## src/rtl/core/ostt_pkg.sv

```systemverilog
// Package for the one-shot timer table.
// Holds the request action codes, result status codes and field types.
// No dependencies.
package ostt_pkg;

    typedef logic [1:0]  action_t;
    typedef logic [2:0]  status_t;
    typedef logic [31:0] word_t;
    typedef logic [15:0] cb_t;
    typedef logic [3:0]  slot_t;

    // Request actions
    localparam action_t ACT_TICK   = 2'd0;
    localparam action_t ACT_CREATE = 2'd1;
    localparam action_t ACT_DELETE = 2'd2;

    // Result status codes
    localparam status_t ST_CREATED    = 3'd0;
    localparam status_t ST_BAD        = 3'd1;
    localparam status_t ST_FULL       = 3'd2;
    localparam status_t ST_DELETED    = 3'd3;
    localparam status_t ST_TICK_IDLE  = 3'd4;
    localparam status_t ST_TICK_FIRED = 3'd5;

endpackage

```

## src/rtl/core/one_shot_timer_table_top.sv

```systemverilog
// One-shot timer table, top level.
// Slot store, valid bits, tick counter and a scan sequencer around one shared adder.
// Depends on ostt_pkg.

// Each transaction yields one result. A delete or rejected request goes from
// acceptance to the pending result registers and then to the output register.
// A create walks the valid bits one slot a cycle; a tick walks the slot store
// one entry a cycle through its registered read port. A single 33-bit adder is
// shared: it forms the deadline tick + timeout on create and the compare
// tick >= deadline on tick. The input stalls while a transaction is in progress;
// a finished result waits in the output register, so the next request can be
// taken while it is held.
module one_shot_timer_table_top #(
    parameter int NUM_SLOTS = 16
) (
    input  logic              clk,
    input  logic              rst_n,
    input  logic              in_valid,
    output logic              in_stall,
    input  ostt_pkg::action_t action,
    input  ostt_pkg::word_t   timeout,
    input  ostt_pkg::cb_t     callback_id,
    input  ostt_pkg::word_t   arg_value,
    input  ostt_pkg::slot_t   target_slot,
    output logic              out_valid,
    input  logic              out_stall,
    output ostt_pkg::status_t status,
    output ostt_pkg::slot_t   slot_out,
    output ostt_pkg::cb_t     fired_callback,
    output ostt_pkg::word_t   fired_arg,
    output ostt_pkg::word_t   tick_now
);

    import ostt_pkg::*;

    localparam int IW = (NUM_SLOTS > 1) ? $clog2(NUM_SLOTS) : 1;
    localparam int CW = $clog2(NUM_SLOTS + 1) + 1;
    localparam int XW = 8;

    localparam logic [1:0] S_IDLE   = 2'd0;
    localparam logic [1:0] S_TICK   = 2'd1;
    localparam logic [1:0] S_CREATE = 2'd2;
    localparam logic [1:0] S_DONE   = 2'd3;

    localparam logic [CW-1:0] NUM_C  = CW'(NUM_SLOTS);
    localparam logic [IW-1:0] LAST_I = IW'(NUM_SLOTS - 1);

    // Control state
    logic [1:0]           state_reg, state_next;
    logic [CW-1:0]        scan_idx_reg, scan_idx_next;
    logic [IW-1:0]        cmp_idx_reg, cmp_idx_next;
    logic                 cmp_live_reg, cmp_live_next;
    logic [NUM_SLOTS-1:0] slot_valid_reg, slot_valid_next;
    word_t                tick_count_reg, tick_count_next;
    logic                 out_valid_reg, out_valid_next;

    // Latched request and pending result
    word_t   timeout_reg, timeout_next;
    cb_t     cb_reg, cb_next;
    word_t   arg_reg, arg_next;
    status_t res_status_reg, res_status_next;
    slot_t   res_slot_reg, res_slot_next;
    cb_t     res_cb_reg, res_cb_next;
    word_t   res_arg_reg, res_arg_next;

    // Output register
    status_t out_status_reg;
    slot_t   out_slot_reg;
    cb_t     out_cb_reg;
    word_t   out_arg_reg;
    word_t   out_tick_reg;

    // Slot store
    word_t deadline_mem [NUM_SLOTS];
    cb_t   callback_mem [NUM_SLOTS];
    word_t arg_mem      [NUM_SLOTS];
    word_t rd_deadline_reg;
    cb_t   rd_cb_reg;
    word_t rd_arg_reg;
    logic  mem_we;
    logic  mem_re;
    logic [IW-1:0] mem_addr;

    // Shared adder
    word_t       add_b;
    logic        add_cin;
    logic [32:0] add_sum;
    logic        tick_ge;

    logic [XW-1:0] tgt_ext;
    logic [XW-1:0] idx_ext;
    logic          accept;
    logic          out_load;

    assign accept   = in_valid && (state_reg == S_IDLE);
    assign out_load = (state_reg == S_DONE) && (!out_valid_reg || !out_stall);
    assign mem_addr = scan_idx_reg[IW-1:0];
    assign tgt_ext  = XW'(target_slot);
    assign idx_ext  = XW'(scan_idx_reg[IW-1:0]);

    // Shared adder: tick + timeout on create, tick - deadline borrow on tick
    always_comb
    begin
        if (state_reg == S_CREATE)
        begin
            add_b   = timeout_reg;
            add_cin = 1'b0;
        end
        else
        begin
            add_b   = ~rd_deadline_reg;
            add_cin = 1'b1;
        end
        add_sum = {1'b0, tick_count_reg} + {1'b0, add_b} + 33'(add_cin);
        tick_ge = add_sum[32];
    end

    // Sequencer
    always_comb
    begin
        state_next      = state_reg;
        scan_idx_next   = scan_idx_reg;
        cmp_idx_next    = cmp_idx_reg;
        cmp_live_next   = 1'b0;
        slot_valid_next = slot_valid_reg;
        tick_count_next = tick_count_reg;
        out_valid_next  = out_valid_reg;
        timeout_next    = timeout_reg;
        cb_next         = cb_reg;
        arg_next        = arg_reg;
        res_status_next = res_status_reg;
        res_slot_next   = res_slot_reg;
        res_cb_next     = res_cb_reg;
        res_arg_next    = res_arg_reg;
        mem_we          = 1'b0;
        mem_re          = 1'b0;

        if (out_valid_reg && !out_stall)
        begin
            out_valid_next = 1'b0;
        end

        unique case (state_reg)
            S_IDLE:
            begin
                if (accept)
                begin
                    timeout_next    = timeout;
                    cb_next         = callback_id;
                    arg_next        = arg_value;
                    scan_idx_next   = '0;
                    res_slot_next   = '0;
                    res_cb_next     = '0;
                    res_arg_next    = '0;
                    unique case (action)
                        ACT_TICK:
                        begin
                            tick_count_next = tick_count_reg + 32'd1;
                            state_next      = S_TICK;
                        end
                        ACT_CREATE:
                        begin
                            if (callback_id == '0 || timeout == '0)
                            begin
                                res_status_next = ST_BAD;
                                state_next      = S_DONE;
                            end
                            else
                            begin
                                state_next = S_CREATE;
                            end
                        end
                        ACT_DELETE:
                        begin
                            if (tgt_ext < XW'(NUM_SLOTS))
                            begin
                                slot_valid_next[tgt_ext[IW-1:0]] = 1'b0;
                            end
                            res_status_next = ST_DELETED;
                            state_next      = S_DONE;
                        end
                        default:
                        begin
                            res_status_next = ST_BAD;
                            state_next      = S_DONE;
                        end
                    endcase
                end
            end

            S_TICK:
            begin
                // Issue one read per cycle, compare the previous one
                if (scan_idx_reg < NUM_C)
                begin
                    mem_re        = 1'b1;
                    cmp_idx_next  = scan_idx_reg[IW-1:0];
                    cmp_live_next = 1'b1;
                    scan_idx_next = scan_idx_reg + CW'(1);
                end
                if (cmp_live_reg && slot_valid_reg[cmp_idx_reg] && tick_ge)
                begin
                    slot_valid_next[cmp_idx_reg] = 1'b0;
                    res_status_next = ST_TICK_FIRED;
                    res_slot_next   = 4'(XW'(cmp_idx_reg));
                    res_cb_next     = rd_cb_reg;
                    res_arg_next    = rd_arg_reg;
                    cmp_live_next   = 1'b0;
                    state_next      = S_DONE;
                end
                else if (cmp_live_reg && cmp_idx_reg == LAST_I)
                begin
                    res_status_next = ST_TICK_IDLE;
                    cmp_live_next   = 1'b0;
                    state_next      = S_DONE;
                end
            end

            S_CREATE:
            begin
                // Walk valid bits for the lowest free slot
                if (!slot_valid_reg[scan_idx_reg[IW-1:0]])
                begin
                    mem_we = 1'b1;
                    slot_valid_next[scan_idx_reg[IW-1:0]] = 1'b1;
                    res_status_next = ST_CREATED;
                    res_slot_next   = idx_ext[3:0];
                    state_next      = S_DONE;
                end
                else if (scan_idx_reg[IW-1:0] == LAST_I)
                begin
                    res_status_next = ST_FULL;
                    state_next      = S_DONE;
                end
                else
                begin
                    scan_idx_next = scan_idx_reg + CW'(1);
                end
            end

            S_DONE:
            begin
                if (out_load)
                begin
                    out_valid_next = 1'b1;
                    state_next     = S_IDLE;
                end
            end

            default:
            begin
                state_next = S_IDLE;
            end
        endcase
    end

    // Control registers
    always_ff @(posedge clk or negedge rst_n)
    begin
        if (!rst_n)
        begin
            state_reg      <= S_IDLE;
            scan_idx_reg   <= '0;
            cmp_idx_reg    <= '0;
            cmp_live_reg   <= 1'b0;
            slot_valid_reg <= '0;
            tick_count_reg <= '0;
            out_valid_reg  <= 1'b0;
        end
        else
        begin
            state_reg      <= state_next;
            scan_idx_reg   <= scan_idx_next;
            cmp_idx_reg    <= cmp_idx_next;
            cmp_live_reg   <= cmp_live_next;
            slot_valid_reg <= slot_valid_next;
            tick_count_reg <= tick_count_next;
            out_valid_reg  <= out_valid_next;
        end
    end

    // Payload registers
    always_ff @(posedge clk)
    begin
        timeout_reg    <= timeout_next;
        cb_reg         <= cb_next;
        arg_reg        <= arg_next;
        res_status_reg <= res_status_next;
        res_slot_reg   <= res_slot_next;
        res_cb_reg     <= res_cb_next;
        res_arg_reg    <= res_arg_next;
        if (out_load)
        begin
            out_status_reg <= res_status_reg;
            out_slot_reg   <= res_slot_reg;
            out_cb_reg     <= res_cb_reg;
            out_arg_reg    <= res_arg_reg;
            out_tick_reg   <= tick_count_reg;
        end
    end

    // Slot store: one write port, one registered read port
    always_ff @(posedge clk)
    begin
        if (mem_we)
        begin
            deadline_mem[mem_addr] <= add_sum[31:0];
            callback_mem[mem_addr] <= cb_reg;
            arg_mem[mem_addr]      <= arg_reg;
        end
        if (mem_re)
        begin
            rd_deadline_reg <= deadline_mem[mem_addr];
            rd_cb_reg       <= callback_mem[mem_addr];
            rd_arg_reg      <= arg_mem[mem_addr];
        end
    end

    assign in_stall       = (state_reg != S_IDLE);
    assign out_valid      = out_valid_reg;
    assign status         = out_status_reg;
    assign slot_out       = out_slot_reg;
    assign fired_callback = out_cb_reg;
    assign fired_arg      = out_arg_reg;
    assign tick_now       = out_tick_reg;

endmodule

```

## config.mk

```make
export PLATFORM = sky130hd
export DESIGN_NAME = one_shot_timer_table_top
export DESIGN_NICKNAME = d
export VERILOG_FILES = /design/src/rtl/core/ostt_pkg.sv /design/src/rtl/core/one_shot_timer_table_top.sv
export SDC_FILE = /design/constraint.sdc
export NUM_CORES = 2
export LEC_CHECK = 0
export ABC_CLOCK_PERIOD_IN_PS = 20900
export BUFFER_PORTS_ARGS = -buffer_cell sky130_fd_sc_hd__buf_2
export CAP_MARGIN = 30
export CORE_UTILIZATION = 45
export CTS_CLUSTER_DIAMETER = 100
export CTS_CLUSTER_SIZE = 25
export DETAILED_ROUTE_END_ITERATION = 12
export PLACE_DENSITY = 0.64
export SLEW_MARGIN = 10
export SYNTH_ARGS = -nofsm -noshare
export SYNTH_HDL_FRONTEND = slang
export SYNTH_SLANG_ARGS = --single-unit
```

## constraint.sdc

```tcl
create_clock -name clk -period 20.9 [get_ports clk]
set_input_delay 1.045 -clock clk [delete_from_list [all_inputs] [get_ports clk]]
set_output_delay 1.045 -clock clk [all_outputs]
set_load 0.005 [all_outputs]
```

# Yosys cells after proc, flatten, opt, wreduce, memory -nomap -nowiden
# Memories as Yosys holds them, arrays and structs flattened. A register that Yosys moved wholly into a read port is not among the register bits.
# Cells that the tools add are included.
[totals]
inputBits = 90
word_cells = 151
register_bits = 284
output_inout_bits = 89
mem_count = 3
mem_bits_rw = 1280
[classes]
addsub = 4
bitwise_logic = 6
n_eq_ne = 20
reduce_logical = 29
n_mux = 62
magnitude_cmp = 8
[mem_list]
columns = ["name", "depth", "width", "rd", "rd_clocked_by_memory_dff", "write_ports", "line_no", "text"]
rows = [
  ["arg_mem", 16, 32, 1, 1, 1, "one_shot_timer_table_top.sv:76", "word_t arg_mem [NUM_SLOTS];"],
  ["deadline_mem", 16, 32, 1, 1, 1, "one_shot_timer_table_top.sv:74", "word_t deadline_mem [NUM_SLOTS];"],
  ["callback_mem", 16, 16, 1, 1, 1, "one_shot_timer_table_top.sv:75", "cb_t callback_mem [NUM_SLOTS];"],
]
[op_table]
columns = ["op", "count"]
rows = [
  ["$mux W16", 7],
  ["$mux W32", 3],
  ["$pmux W32 S2", 1],
  ["$pmux W16 S3", 1],
  ["$add A32 B32 Y33", 1],
  ["$add A33 B1 Y33", 1],
  ["$add A32 B1 Y32 const B", 1],
  ["$and A16 B16 Y16", 2],
  ["$logic_not A32 Y1", 1],
  ["$not A16 Y16", 2],
  ["$not A32 Y32", 1],
  ["$pmux W16 S2", 1],
  ["$mux W6", 4],
  ["$lt A4 B5 Y1 const B", 4],
  ["$mux W1", 19],
  ["$mux W3", 6],
  ["$pmux W3 S3", 2],
  ["$pmux W6 S3", 1],
  ["$logic_not A16 Y1", 1],
  ["$or A16 B16 Y16", 1],
  ["$ne A2 B2 Y1 const B", 7],
  ["$demux W1 S4", 3],
  ["$ge A4 B1 Y1 const B", 3],
  ["$mux W2", 6],
  ["24 further kinds", 50],
]

# Depth between registers and ports, before layout
[logic_depth]
ltp_word = 10
ltp_mapped = 18
mapped_depth_nobuf = 13

# Worst setup path before layout
# No wires, ideal clock.
[synth_timing]
path_type = "reg-to-reg"
from = "register state_reg[1]"
to = "register cmp_idx_reg[0]"
arrival_ns = 8.106
path_stages_with_launch = 6
required_ns = 20.804
setup_time_ns = 0.096
path_slack_ns = 12.698
n_path_buf = 1
cell_sequence = "dfrtp_1 -> inv_1 -> ha_1 -> clkbuf_1 -> nor3b_1 -> mux2_2"
[synth_between]
elab_chain_len = 2
[synth_rtl]
columns = ["element", "line_no", "text"]
rows = [
  ["start, declared", "one_shot_timer_table_top.sv:49", "logic [1:0] state_reg, state_next;"],
  ["start signal, assigned", "one_shot_timer_table_top.sv:272", "state_reg <= state_next;"],
  ["$eq A2 B1 Y1", "one_shot_timer_table_top.sv:143", "unique case (state_reg)"],
  ["$reduce_and A2 Y1 (no line)", "--", ""],
  ["end signal, assigned", "one_shot_timer_table_top.sv:274", "cmp_idx_reg <= cmp_idx_next;"],
  ["end, declared", "one_shot_timer_table_top.sv:51", "logic [IW-1:0] cmp_idx_reg, cmp_idx_next;"],
]
# Every way passes these cells.
# A chain may end at the register's enable or synchronous reset.

# Worst setup path after layout
[layout_timing]
from = "register scan_idx_reg[1]"
to = "memory arg_mem[6][21] in the netlist's numbering, enable pin"
[layout_between]
elab_chain_len = 6
[layout_rtl]
columns = ["element", "line_no", "text"]
rows = [
  ["start, declared", "one_shot_timer_table_top.sv:50", "logic [CW-1:0] scan_idx_reg, scan_idx_next;"],
  ["start signal, assigned", "one_shot_timer_table_top.sv:273", "scan_idx_reg <= scan_idx_next;"],
  ["$bmux W1 S4", "one_shot_timer_table_top.sv:222", "if (!slot_valid_reg[scan_idx_reg[IW-1:0]])"],
  ["$mux W1 (not written as such)", "one_shot_timer_table_top.sv:222", ""],
  ["$mux W1", "one_shot_timer_table_top.sv:222", ""],
  ["$mux W1", "one_shot_timer_table_top.sv:143", ""],
  ["$mux W1", "one_shot_timer_table_top.sv:305", "if (mem_we)"],
  ["$mux W1 (not written as such)", "one_shot_timer_table_top.sv:309", "arg_mem[mem_addr] <= arg_reg;"],
  ["end, declared", "one_shot_timer_table_top.sv:76", ""],
]
# Parallel ways exist; a longest one is shown, timed or not. The select of a mux whose other input is x is not followed.

==> impl_summary.txt <==
----------------------------------------------------
[Drt]
  Total wire length ... 140000 µm
  Final ANT Viol Nets ... 0
  1st-iter DRT viols ... 3271
  Routed vias ... 29100
  DRT Pass-1 Iters ... 8
  Detail-routed via count per cell ... 5.87
  Per-cell routed wire length ... 28.3 µm
  DRC violation count after routing ... 0

[Pwr]
  Internal power ... 6.09 mW
  Power density over cell area ... 125 nW/µm²
  Share of total power in combinational logic ... 26.8%
  Switching portion of total power ... 29.5%
  Net switching power of the design ... 2.55 mW
  Sequential Power Share ... 53.8%
  Max IR drop VDD ... 0.000101 V
  Lkg Pwr ... 21.8 nW
  Share of power burned in the clock network ... 19.4%

[Hold path]
  Hold crit path type ... flip-flop to flip-flop
  Hold Startpoint ... res_arg_reg[29]$_SDFFCE_PN0P_

[Finish]
  Area of all placed cells without fillers ... 69100 µm²
  Multi-input gate area in the final layout ... 13600 µm²
  Total number of nets in the final design ... 3188
  Number of inserted filler cells in the final layout ... 11000
  Util after Layout ... 49.6%
  Share of post-route cells with drive strength above 1 ... 26.6%
  Most common library cell in the layout ignoring fill and taps ... sky130_fd_sc_hd__edfxtp_1
  Largest registers ... arg_mem: 512 flops, deadline_mem: 512 flops, callback_mem: 256 flops
  Area grow syn2layout ... 9.43%
  Commonest cells after routing, fill and taps aside ... sky130_fd_sc_hd__edfxtp_1 (1582), sky130_fd_sc_hd__mux4_2 (409), sky130_fd_sc_hd__buf_2 (178)
  Storage cell area ... 49100 µm²

[Floorplan]
  X dimension of the die ... 377 µm
  Starting Density ... 45.3%
  Placement row count ... 137
  Number of placed I/O pins ... 179
  Area of the core ... 139000 µm²
  Area of the die ... 142000 µm²
  Height of the chip ... 377 µm

[Timing]
  Setup repair after global routing missed its margin ... no
  Post-Route Hold Slack ... 428 ps
  Tightest Pin Transition ... 1150 ps
  Final setup slack of the worst path ... 15850 ps
  Final slew viol count ... 0
  Headroom to the max-slew limit ... 23.1%
  Setup Total Neg Slack ... 0 ps
  Number of setup violations in the final report ... 0
  Worst clock skew ... 32.7 ps
  Share of the clock period used by the worst path after layout ... 24.2%
  Final Critical Period ... 5050 ps
  Hold violation total from the final report ... 0
  Peak clock frequency supported by timing ... 0.198 GHz

[Global routing]
  Maximum number of pins on one net before global-route repair ... 169
  Vias in the first global route ... 30100
  Overflow left after global routing ... 0
  Initial antenna violation count ... 3
  Wire length of the first global-routing pass ... 207000 µm
  All-layer global routing usage ... 20.0%

[Setup path]
  Critical Path Sink Type ... flip-flop
  Critical Path Start ... scan_idx_reg[1]$_DFFE_PN0P_
  Largest stage delay on the critical path ... 840 ps
  Kind of start point of the critical path ... flip-flop
  Worst Path Arrival ... 5390 ps
  Worst path buffer plus inverter count ... 2
  Largest fanout on the critical path ... 41
  WS Path Type ... flip-flop to flip-flop
  Startpoint of the worst-slack reg-to-reg timing path ... scan_idx_reg[1]$_DFFE_PN0P_
  CP Cell Sequence ... mux4_2 -> mux4_2 -> or3b_1 -> nor2_4 -> buf_4 -> buf_4
  Slowest cell on crit path ... sky130_fd_sc_hd__dfrtp_4
  Worst Path Required ... 21240 ps
  Kind of cell adding the most delay to the critical path ... simple AND/OR/NAND/NOR gates

[Clocking]
  Num CTS Buffers ... 76
  Clock buffer depth ... 3
  Clock H-tree levels ... 3
  PostCTS Resize Cnt ... 0
  Number of buffers added to fix hold violations after cts ... 0
  # Post-CTS Setup Buffers ... 0
  Clock tree sinks ... 1644
  Clock network latency to the later pin of the worst-skew pair ... 720 ps
  Reg clk slew, reported paths ... 100 ps
  CTS tree ... done
  Clock Tree Root ... sky130_fd_sc_hd__clkbuf_16

[Synthesis]
  Ys flop type ... sky130_fd_sc_hd__edfxtp_1
  Mean cell area of the mapped netlist ... 22.3 µm²
  Post-Synthesis Cells ... 2829
  Share of the yosys chip area belonging to registers ... 77.7%
  Top cells by area in the synthesized netlist ... sky130_fd_sc_hd__edfxtp_1 (75%), sky130_fd_sc_hd__mux4_2 (15%), sky130_fd_sc_hd__dfrtp_1 (2.5%)
  Number of flops mapped to enable cells by yosys ... 1582
  Synthesized Nets ... 2962
  Area leader, netlist ... sky130_fd_sc_hd__edfxtp_1
  Share of synthesized flip-flops with an asynchronous set or reset ... 3.77%
  Yosys top cell area share ... 75.2%
  Unique masters post-synth ... 76
  Syn. warnings ... 0
  Netlist area before placement ... 63200 µm²
  Register bit count reported by yosys ... 1644

[Place]
  Placer congestion estimate ... 0.815
  Detailed placement HPWL ... 78100 µm
  Worst setup timing slack at the placement stage ... 15780 ps
  Cell area reported after detailed placement ... 66800 µm²
  Number of port buffers ... 178

[Job]
  MaxCap Viol Count ... 0

[Run status]
  Run status ... completed

----------------------------------------------------
## power by group through the flow
stage | sequential (mW) | clock (mW) | combinational (mW)
3_3_place_gp | 4.73 | 0 | 2.18
3_5_place_dp | 4.73 | 0 | 2.30
5_1_grt | 4.70 | 1.82 | 2.49
2_1_floorplan | 4.68 | 0 | 1.60
4_1_cts | 4.66 | 1.72 | 2.31
6_report | 4.65 | 1.67 | 2.32
## cells by family (layout without fill, tap and decap cells)
group,count (synthesis),count (layout),synth area share [%]
xor gates and xnor gates,57,57,0.790
muxes,448,448,15.2
buffers and inverters,176,425,1.08
other,0,1,0
and+or+nand+nor,282,282,2.40
adders and majority gates,43,43,0.875
DFF,1644,1644,77.7
AOI/OAI and AO/OA,179,179,1.98
## synth_stat cells (4+ instances only)
master / count
sky130_fd_sc_hd__mux2_2: 5
sky130_fd_sc_hd__inv_1: 57
sky130_fd_sc_hd__nand4_1: 10
sky130_fd_sc_hd__nor2_1: 52
sky130_fd_sc_hd__o211ai_1: 4
sky130_fd_sc_hd__and4_1: 5
sky130_fd_sc_hd__nand3_1: 18
sky130_fd_sc_hd__nor2b_1: 10
sky130_fd_sc_hd__a21oi_1: 36
sky130_fd_sc_hd__mux2i_1: 34
sky130_fd_sc_hd__a21o_1: 14
sky130_fd_sc_hd__o21bai_1: 5
sky130_fd_sc_hd__and2_1: 58
sky130_fd_sc_hd__nand3b_1: 5
sky130_fd_sc_hd__nor4_1: 12
sky130_fd_sc_hd__xor2_1: 11
sky130_fd_sc_hd__nand2_1: 60
sky130_fd_sc_hd__dfrtp_1: 62
sky130_fd_sc_hd__xnor2_1: 46
sky130_fd_sc_hd__o21a_1: 8
sky130_fd_sc_hd__o21ai_1: 9
sky130_fd_sc_hd__ha_1: 41
sky130_fd_sc_hd__a211oi_1: 4
sky130_fd_sc_hd__a22oi_1: 4
sky130_fd_sc_hd__nor3b_1: 5
sky130_fd_sc_hd__a41oi_1: 8
sky130_fd_sc_hd__edfxtp_1: 1582
sky130_fd_sc_hd__mux4_2: 409
sky130_fd_sc_hd__and3_1: 13
sky130_fd_sc_hd__o22ai_1: 19
sky130_fd_sc_hd__clkbuf_1: 71
sky130_fd_sc_hd__buf_2: 4
sky130_fd_sc_hd__a21oi_2: 10
sky130_fd_sc_hd__o21ai_0: 17
sky130_fd_sc_hd__buf_1: 40
sky130_fd_sc_hd__a31oi_1: 12
sky130_fd_sc_hd__nand2b_1: 8
sky130_fd_sc_hd__nor3_1: 10
## final timing paths
kind,endpoint,slack [ps],cells after the start
max,arg_mem[6][21]$_DFFE_PP_,15850,6
max reg2reg,arg_mem[6][21]$_DFFE_PP_,15850,6
max in group asynchronous,scan_idx_reg[0]$_DFFE_PN0P_,19740,2
min reg2reg,fired_arg[29]$_DFFE_PP_,430,0
min,fired_arg[29]$_DFFE_PP_,430,0
min in group asynchronous,tick_count_reg[8]$_DFFE_PN0P_,530,2
## layout make-up
type | count | area share (%)
clock inverters | 9 | 0.195
diodes | 1 | 0.00362
multi-input cells | 1009 | 19.7
inverters | 58 | 0.315
well taps | 1876 | 3.40
repair buffers | 266 | 2.54
flip-flops and latches | 1644 | 71.0
clock buffers | 92 | 2.90
## metrics by stage
stage	std cells	total power, mW
6_report	4955	8.64
5_1_grt	4954	9.01
4_1_cts	4942	8.69
3_5_place_dp	4841	7.03
3_3_place_gp	4824	6.91
2_1_floorplan	2829	6.27
## routing by layer
layer | track usage (%) | vias up | part of all wire, %
li1 | - | 12200 | -
met1 | 29.1 | 15700 | 43
met2 | 32.8 | 1071 | 49
met3 | 2.68 | 168 | 6.1
met4 | 3.54 | 0 | 1.8
met5 | 0 | - | 0
(Power assumes the default switching activity.)
